===== config.mk =====
export PLATFORM = sky130hd
export DESIGN_NAME = rbb_trig
export DESIGN_NICKNAME = d
export VERILOG_FILES = /design/src/rtl/rbb_pkg.sv /design/src/rtl/rbb_trig.sv
export SDC_FILE = /design/constraint.sdc
export NUM_CORES = 1
export LEC_CHECK = 0
export BUFFER_PORTS_ARGS = -buffer_cell sky130_fd_sc_hd__clkbuf_2
export CELL_PAD_IN_SITES_DETAIL_PLACEMENT = 1
export CELL_PAD_IN_SITES_GLOBAL_PLACEMENT = 2
export CORE_UTILIZATION = 36
export CTS_BUF_LIST = sky130_fd_sc_hd__clkbuf_2
export DETAILED_ROUTE_END_ITERATION = 12
export GPL_ROUTABILITY_DRIVEN = 0
export PLACE_DENSITY_LB_ADDON = 0.3
export SLEW_MARGIN = 20
export SYNTH_ARGS = -nofsm -noshare
export SYNTH_HDL_FRONTEND = slang
export SYNTH_SLANG_ARGS = --single-unit

===== constraint.sdc =====
create_clock -name i_clk -period 8.5 [get_ports i_clk]
set_input_delay 1.7 -clock i_clk [delete_from_list [all_inputs] [get_ports i_clk]]
set_output_delay 1.7 -clock i_clk [all_outputs]
set_load 0.02 [all_outputs]

===== src/rtl/rbb_pkg.sv =====
// rbb_pkg: shared types, constants and arithmetic helpers for the rotated box bounds unit
// no dependencies
`timescale 1ns / 1ps
`default_nettype none
package rbb_pkg;

    localparam int COORD_W   = 32;
    localparam int TRIG_ITER = 16;
    localparam int TRIG_W    = 18;
    localparam int ANG_W     = 16;
    localparam int AW        = COORD_W + 6;
    localparam int PW        = AW + TRIG_W;
    localparam int CW        = 34;
    localparam int ITER_W    = (TRIG_ITER > 1) ? $clog2(TRIG_ITER) : 1;
    localparam int CFG_IDX_W = 3;

    localparam logic [CFG_IDX_W-1:0] CFG_ROLL    = 3'd0;
    localparam logic [CFG_IDX_W-1:0] CFG_PITCH   = 3'd1;
    localparam logic [CFG_IDX_W-1:0] CFG_YAW     = 3'd2;
    localparam logic [CFG_IDX_W-1:0] CFG_SHIFT_X = 3'd3;
    localparam logic [CFG_IDX_W-1:0] CFG_SHIFT_Y = 3'd4;
    localparam logic [CFG_IDX_W-1:0] CFG_SHIFT_Z = 3'd5;

    localparam logic signed [TRIG_W-1:0] Q_ONE = 18'sd65536;

    typedef struct packed {
        logic signed [COORD_W-1:0] lo_x;
        logic signed [COORD_W-1:0] lo_y;
        logic signed [COORD_W-1:0] lo_z;
        logic signed [COORD_W-1:0] hi_x;
        logic signed [COORD_W-1:0] hi_y;
        logic signed [COORD_W-1:0] hi_z;
    } t_box_in;

    typedef struct packed {
        logic signed [COORD_W-1:0] out_lo_x;
        logic signed [COORD_W-1:0] out_lo_y;
        logic signed [COORD_W-1:0] out_lo_z;
        logic signed [COORD_W-1:0] out_hi_x;
        logic signed [COORD_W-1:0] out_hi_y;
        logic signed [COORD_W-1:0] out_hi_z;
    } t_box_out;

    typedef struct packed {
        logic signed [TRIG_W-1:0] cr;
        logic signed [TRIG_W-1:0] sr;
        logic signed [TRIG_W-1:0] cp;
        logic signed [TRIG_W-1:0] sp;
        logic signed [TRIG_W-1:0] cy;
        logic signed [TRIG_W-1:0] sy;
    } t_trig;

    typedef enum logic {TRIG_IDLE, TRIG_RUN} t_trig_state;

    // a times a q1.16 value, rounded half up back to the scale of a
    function automatic logic signed [AW-1:0] mulq(input logic signed [AW-1:0] a,
                                                  input logic signed [TRIG_W-1:0] t);
        logic signed [PW-1:0] p;
        p = PW'(a) * PW'(t);
        p = p + PW'(32768);
        return p[AW+15:16];
    endfunction

    function automatic logic signed [COORD_W-1:0] sat_coord(input logic signed [AW+1:0] v);
        logic signed [AW+1:0] hi_lim;
        logic signed [AW+1:0] lo_lim;
        hi_lim = {{(AW+3-COORD_W){1'b0}}, {(COORD_W-1){1'b1}}};
        lo_lim = ~hi_lim;
        if (v > hi_lim) return hi_lim[COORD_W-1:0];
        if (v < lo_lim) return lo_lim[COORD_W-1:0];
        return v[COORD_W-1:0];
    endfunction

    // arctangent of 2^-i in units of pi/2^31
    function automatic logic [31:0] atan_at(input logic [4:0] i);
        case (i)
            5'd0:  return 32'd536870912;
            5'd1:  return 32'd316933406;
            5'd2:  return 32'd167458907;
            5'd3:  return 32'd85004756;
            5'd4:  return 32'd42667331;
            5'd5:  return 32'd21354465;
            5'd6:  return 32'd10680094;
            5'd7:  return 32'd5340245;
            5'd8:  return 32'd2670163;
            5'd9:  return 32'd1335087;
            5'd10: return 32'd667544;
            5'd11: return 32'd333772;
            5'd12: return 32'd166886;
            5'd13: return 32'd83443;
            5'd14: return 32'd41722;
            5'd15: return 32'd20861;
            5'd16: return 32'd10430;
            5'd17: return 32'd5215;
            5'd18: return 32'd2608;
            5'd19: return 32'd1304;
            5'd20: return 32'd652;
            5'd21: return 32'd326;
            5'd22: return 32'd163;
            5'd23: return 32'd81;
            default: return 32'd0;
        endcase
    endfunction

endpackage
`default_nettype wire


===== src/rtl/rbb_trig.sv =====
// rbb_trig: iterative cordic that turns written angles into the cached sines and cosines
// depends on rbb_pkg
`timescale 1ns / 1ps
`default_nettype none
module rbb_trig (
    input  wire logic                          i_clk,
    input  wire logic                          i_rst_n,
    input  wire logic                          i_cfg_we,
    input  wire logic [rbb_pkg::CFG_IDX_W-1:0] i_cfg_idx,
    input  wire logic [rbb_pkg::ANG_W-1:0]     i_cfg_angle,
    output rbb_pkg::t_trig                     o_trig,
    output logic                               o_busy
);
    import rbb_pkg::*;

    t_trig_state r_state, n_state;
    t_trig       r_cache;
    logic [2:0]           r_pend, n_pend;
    logic [ANG_W-1:0]     r_ang_roll, r_ang_pitch, r_ang_yaw;
    logic signed [CW-1:0] r_x, r_y, r_z;
    logic [ITER_W-1:0]    r_cnt;
    logic [1:0]           r_slot;
    logic                 r_neg;

    logic                 wr;
    logic                 go;
    logic                 last;
    logic [1:0]           sel;
    logic [ANG_W-1:0]     sel_ang;
    logic signed [ANG_W:0] ang;
    logic signed [ANG_W:0] ang_f;
    logic                 neg_f;
    logic signed [CW-1:0] dx, dy, at, s_x, s_y, s_z;
    logic signed [CW-1:0] rx, ry;
    logic signed [TRIG_W-1:0] cos_v, sin_v;

    always_comb begin
        wr = i_cfg_we && (i_cfg_idx == CFG_ROLL || i_cfg_idx == CFG_PITCH ||
                          i_cfg_idx == CFG_YAW);
        go = (r_state == TRIG_IDLE) && (r_pend != 3'b000);
        // angles wait their turn, lowest slot first
        if (r_pend[0]) begin
            sel     = 2'd0;
            sel_ang = r_ang_roll;
        end else if (r_pend[1]) begin
            sel     = 2'd1;
            sel_ang = r_ang_pitch;
        end else begin
            sel     = 2'd2;
            sel_ang = r_ang_yaw;
        end
        // a write landing as its slot starts keeps the slot pending
        n_pend = r_pend;
        if (go) n_pend[sel] = 1'b0;
        if (wr) n_pend[i_cfg_idx[1:0]] = 1'b1;
        ang  = (ANG_W+1)'($signed(sel_ang));
        // fold into [-pi/2, pi/2], negating both results
        if (ang > (ANG_W+1)'(16384)) begin
            ang_f = ang - (ANG_W+1)'(32768);
            neg_f = 1'b1;
        end else if (ang < -(ANG_W+1)'(16384)) begin
            ang_f = ang + (ANG_W+1)'(32768);
            neg_f = 1'b1;
        end else begin
            ang_f = ang;
            neg_f = 1'b0;
        end
    end

    always_comb begin
        dx = r_y >>> r_cnt;
        dy = r_x >>> r_cnt;
        at = CW'(atan_at(5'(r_cnt)));
        if (r_z >= 0) begin
            s_x = r_x - dx;
            s_y = r_y + dy;
            s_z = r_z - at;
        end else begin
            s_x = r_x + dx;
            s_y = r_y - dy;
            s_z = r_z + at;
        end
        rx = (s_x + CW'(8192)) >>> 14;
        ry = (s_y + CW'(8192)) >>> 14;
        if (rx > CW'(65536)) rx = CW'(65536);
        if (rx < -CW'(65536)) rx = -CW'(65536);
        if (ry > CW'(65536)) ry = CW'(65536);
        if (ry < -CW'(65536)) ry = -CW'(65536);
        if (r_neg) begin
            rx = -rx;
            ry = -ry;
        end
        cos_v = rx[TRIG_W-1:0];
        sin_v = ry[TRIG_W-1:0];
        last  = (r_cnt == ITER_W'(TRIG_ITER - 1));
    end

    always_comb begin
        n_state = r_state;
        unique case (r_state)
            TRIG_IDLE: if (go) n_state = TRIG_RUN;
            TRIG_RUN:  if (last) n_state = TRIG_IDLE;
            default:   n_state = TRIG_IDLE;
        endcase
    end

    always_ff @(posedge i_clk) begin
        if (!i_rst_n) begin
            r_state <= TRIG_IDLE;
            r_pend  <= '0;
        end else begin
            r_state <= n_state;
            r_pend  <= n_pend;
        end
    end

    always_ff @(posedge i_clk) begin
        if (wr) begin
            unique case (i_cfg_idx)
                CFG_ROLL:  r_ang_roll  <= i_cfg_angle;
                CFG_PITCH: r_ang_pitch <= i_cfg_angle;
                CFG_YAW:   r_ang_yaw   <= i_cfg_angle;
                default: ;
            endcase
        end
    end

    always_ff @(posedge i_clk) begin
        if (!i_rst_n) begin
            r_cache <= '{cr: Q_ONE, sr: '0, cp: Q_ONE, sp: '0, cy: Q_ONE, sy: '0};
        end else if (r_state == TRIG_RUN && last) begin
            unique case (r_slot)
                2'd0:    begin r_cache.cr <= cos_v; r_cache.sr <= sin_v; end
                2'd1:    begin r_cache.cp <= cos_v; r_cache.sp <= sin_v; end
                default: begin r_cache.cy <= cos_v; r_cache.sy <= sin_v; end
            endcase
        end
    end

    always_ff @(posedge i_clk) begin
        if (go) begin
            r_x    <= CW'(652032874);
            r_y    <= '0;
            r_z    <= CW'(ang_f) <<< 16;
            r_cnt  <= '0;
            r_slot <= sel;
            r_neg  <= neg_f;
        end else if (r_state == TRIG_RUN) begin
            r_x   <= s_x;
            r_y   <= s_y;
            r_z   <= s_z;
            r_cnt <= r_cnt + 1'b1;
        end
    end

    assign o_trig = r_cache;
    assign o_busy = (r_state == TRIG_RUN) || (r_pend != 3'b000);
endmodule
`default_nettype wire


Yosys cells after proc, flatten, opt, wreduce, memory -nomap -nowiden. Memory sizes are Yosys's and may differ from the RTL's. A register that Yosys moved wholly into a read port is not among the register bits. Cells that the tools add are included. Widths: inputs -> output; s select.

Bits in registers: 269. Memory bits (read-only): 480. Logic and storage cells: 102. Memories: 1.

Add/subtract/negate cells: 13. Order comparisons: 11. Equality and inequality tests: 4. Shift operators: 2. Mux-type cells: 29. Bitwise operators: 5. Reductions and logical operators: 19.

Memory list: (no name shown) (words 16, width 30, rd ports 1, clocked after Yosys merged registers in 1, write ports 0, line rbb_pkg.sv:76) `case (i)`.

Operators with widths (number): $mux 34 (7); $mux 18 (4); $add 34x15->34 const B (2); $add 34x34->34 (2); $lt 34x17->1 const B (2); $sshr 34x4->34 (2); $sub 34x34->34 (2); $gt 20x18->1 const B (2); $neg 18->18 (2); $add 34x33->34 (1); $ge 34x1->1 const B (1); $mux 17 (2); $sub 34x33->34 (1); $mux 16 (2); $add 16x17->17 const B (1); $sub 16x17->17 const B (1); $gt 16x16->1 const B (1); $lt 16x15->1 const B (1); $reduce_and 2->1 (6); $mux 4 (2); $lt 2x3->1 const B (2); $mux 3 (2); $logic_and 1x1->1 (5); $mux 1 (5); 19 further kinds (25).

Depth between registers and ports, before layout.
Word-level depth: 11. Depth in mapped cells: 43. Mapped depth without buffers: 38.

Worst setup path after synthesis. Ideal clock, no wire load.

Kind: register to register. Start: reg r_cnt[3]. End: reg r_cache, in the netlist o_trig[86]. Library setup time: 133 ps. Arrival time: 9057 ps. Setup slack: -689 ps. Stages on the path, launching flop included: 42. Path buffers: 8. Clock period less this slack: 9189 ps. Cell sequence: dfxtp_1 > clkbuf_1 > buf_1 > clkbuf_1 > clkbuf_1 > clkbuf_1 > buf_1 > buf_1 > nand2_1 > o21ai_0 > ha_1 > a21boi_0 > nand2b_1 > nand3_1 > o21a_1 > o211ai_1 > ha_1 > o21a_1 > (+6 left out) > clkbuf_1 > nand4_1 > or4_1 > o211a_1 > o211ai_2 > inv_2 > nor2_1 > or2_2 > ha_1 > inv_1 > a2111oi_0 > nand3_1 > nor4_1 > nand2_1 > nand3_1 > a21oi_1 > a211oi_1 > a21oi_1.

Word-level cells in the longest chain between the ends: 10. Elaborated cells on any way between the ends: 14.

Ends and longest elaborated chain: start, declared (line rbb_trig.sv:21) `logic [ITER_W-1:0] r_cnt;`; start signal, assigned (line rbb_trig.sv:152) `r_cnt <= r_cnt + 1'b1;`; $sshr 34x4->34 (line rbb_trig.sv:72) `dy = r_x >>> r_cnt;`; $sub 34x34->34 or $add 34x34->34 (tied branches) (line rbb_trig.sv:80, rbb_trig.sv:76); $mux 34 (line rbb_trig.sv:74) `if (r_z >= 0) begin`; $add 34x15->34 (line rbb_trig.sv:84) `ry = (s_y + CW'(8192)) >>> 14;`; $gt 20x18->1 (line rbb_trig.sv:87) `if (ry > CW'(65536)) ry = CW'(65536);`; $mux 34 (line rbb_trig.sv:87); $lt 34x17->1 (line rbb_trig.sv:88) `if (ry < -CW'(65536)) ry = -CW'(65536);`; $mux 18 (line rbb_trig.sv:88); $neg 18->18 (line rbb_trig.sv:91) `ry = -ry;`; $mux 18 (line rbb_trig.sv:89) `if (r_neg) begin`; end signal, assigned (line rbb_trig.sv:130) `r_cache <= '{cr: Q_ONE, sr: '0, cp: Q_ONE, sp: '0, cy: Q_ONE, sy: '0};`; end, declared (line rbb_trig.sv:17) `t_trig r_cache;`.

Several ways; a longest one is shown, not always the timed one. A chain may end at the register's enable or synchronous reset.

Worst setup path after layout.
Start: reg r_cnt[1]. End: reg r_cache, in the netlist o_trig[52].

Word-level cells in the longest chain between the ends: 10. Elaborated cells on any way between the ends: 14.

Ends and longest elaborated chain: $sshr 34x4->34 * (line rbb_trig.sv:72); $sub 34x34->34 or $add 34x34->34 (tied branches) (line rbb_trig.sv:80, rbb_trig.sv:76); $mux 34 * (line rbb_trig.sv:74); net s_y[14] (line rbb_trig.sv:33) `logic signed [CW-1:0] dx, dy, at, s_x, s_y, s_z;`; $add 34x15->34 * (line rbb_trig.sv:84); $gt 20x18->1 (line rbb_trig.sv:87); $mux 34 * (line rbb_trig.sv:87); $lt 34x17->1 (line rbb_trig.sv:88); $mux 18 * (line rbb_trig.sv:88); $neg 18->18 (line rbb_trig.sv:91); $mux 18 * (line rbb_trig.sv:89).

The timed path passes the listed nets; every way through them passes the cells marked *.

==> metrics <==
status completed; Hold Startpoint r_z[0]; vias in the first global route 25300; Yosys top cell area share 0.190; Post-Syn Instances 2945; setup_tns 0 ns; slowest stage delay, CP 0.54 ns; Crit path max-delay family simple AND/OR/NAND/NOR gates; met2 GRT Util 0.442; final setup fails 0; utilization after layout 0.435; synth unique cells 113; Post-synth top flop dfxtp_1; most used cell, CP nand2_1; total wire length 91300 µm; starting density of the core 0.367; YS warnings 0; share of layout cells above drive strength 1 0.237; Clock Pin Slew Worst Setup and Hold Paths 0.10 ns; H-Tree Level Count 3; critical path capture point type flop; CTS sink count 299; initial antenna violation count 2; I/O Pins 131; vias 24500; Critical Path RT 9.48 ns; TritonCTS Buffers 84; Layout area overhead 18.7%; GRT Util Overall 0.259; Remaining Overflow, GRT 0; CTS Root Cell clkbuf_2; Worst R2R Setup Slack 0.29 ns; Avg WL per Cell 21.8 µm; max-slew violation count 0; critical path peak fanout 7; design area 28800 µm²; hpwl dp 68600 µm; DIE AREA 68500 µm²; die span in y 262 µm; FMAX 122 MHz; Top Usage Layer GRT met2; First DRT Iteration DRCs 1519; Post-Syn Area per Cell 8.24 µm²; row cnt 94; Layout Cells excl Fill 4185; Critical-path top delay cell mux4_2; Arr. time, crit path 9.19 ns; cell area after synthesis 24300 µm²; clock latency on the worst-skew pair 1.17 ns; Cells after DPL 4012; first-pass GRT wire length 141000 µm; Worst Path Buf+Inv 5; CTS tree built; crit path launch r_cnt[1]; Synth area leaders dfxtp_1, edfxtp_1, ha_1, nand2_1, o21ai_0; CTS Hold Bufs 0; most common cell after layout, fill and taps aside nand2_1; worst slew pin tran 1.11 ns; most frequent cells in the layout nand2_1, buf_4, clkbuf_2; worst min path class reg -> reg; die width 262 µm; Tcrit/Tclk final 0.966; asr flop ratio synth 0; pin count of the biggest net entering global routing 120; area post-placement 27200 µm²; DRC viols 0; drt via density 5.85; Yosys reg bits 299; nets 3402; MaxCap Viol Count 0; Startpoint Class flop; Routed Antenna Nets 0; core footprint 66200 µm²; DRT Pass-1 Iters 5; CTS max path bufs 3; met1 Track Usage GR 0.334; EDFF count, synth 69; type of the worst setup path reg -> reg; Final Hold Fails 0; register area share after synthesis 0.275; IO buf count 130; clk_skew 0.153 ns; Final min period 8.21 ns; FF-to-FF Start r_cnt[1]; syn_nets 3088; cell taking the most area after synthesis dfxtp_1; Slew HR 0.260; fraction of met3 tracks used by global routing 0.0335
registers in the layout, summed over array words and instances (netlist names):
register,flops
at,30
o_trig,108
r_ang_pitch,16
r_ang_roll,16
r_ang_yaw,16
r_cnt,4
r_neg,1
r_pend,3
r_slot,2
r_state,1
r_x,34
r_y,34
r_z,34
cell usage after synthesis (all sizes together), types with 33 or more instances:
cell type	number
a21boi	52
a21o	43
a21oi	212
a31oi	35
and2	33
buf	52
clkbuf	117
dfxtp	230
edfxtp	69
ha	118
inv	70
mux2i	91
mux4	52
nand2	374
nand3	84
nor2	189
nor2b	34
nor3	51
o21ai	236
o31ai	43
or2	33
xnor2	107
xor2	109
cell families (layout without fill, tap and decap cells):
family	after synthesis	after routing	synth area share
and+or+nand+nor	975	975	0.192
adders and majority gates	122	122	0.0637
DFF	299	299	0.275
buffers and inverters	240	613	0.0405
AOI/OAI and AO/OA	922	922	0.250
other	0	3	0
muxes	170	170	0.0990
xor gates and xnor gates	217	217	0.0796
per-layer routing:
layer | up-vias | wire length (µm)
li1 | 11600 | -
met1 | 12200 | 40600
met2 | 539 | 44500
met3 | 166 | 3460
met4 | 0 | 2710
met5 | - | 0
path summary, 6_finish.rpt:
path,to,depth (start not counted)
worst min register to register,r_z[0],2
worst max register to register,o_trig[52],36
worst max-delay path,o_trig[52],36
worst min-delay path,r_z[0],2
cell type report:
type	count	area [µm²]
Multi-Input combinational cell	2406	17300
Inverter	71	270
Sequential cell	299	6690
Antenna cell	3	7.51
Fill cell	7981	37400
Timing Repair Buffer	397	2760
Tap cell	864	1080
Clock inverter	26	130
Clock buffer	119	596
worst min-delay path: stages (launching register included):
cell	delay [ns]
dfxtp_1	0.30
inv_1	0.06
o22ai_1	0.06
metrics by stage:
step,hold slack (ns),setup WS (ns)
6_report,0.467,0.292
5_1_grt,0.496,-0.0470
4_1_cts,0.474,0.0110
3_3_place_gp,0.442,-0.597
2_1_floorplan,0.432,0.0562
3_5_place_dp,0.455,-0.781
repair_timing:
| item | in CTS | in global routing |
|---|---|---|
| gates resized for setup | 43 | 111 |
| endpoints found under the setup margin | 67 | 64 |
| cloned | 0 | 1 |
| pin swaps | 1 | 33 |
| buffers inserted | 1 | 23 |
Power is left out: the tool's default activity adds up to more than one toggle a clock period on the data nets, which glitch-free logic cannot reach.
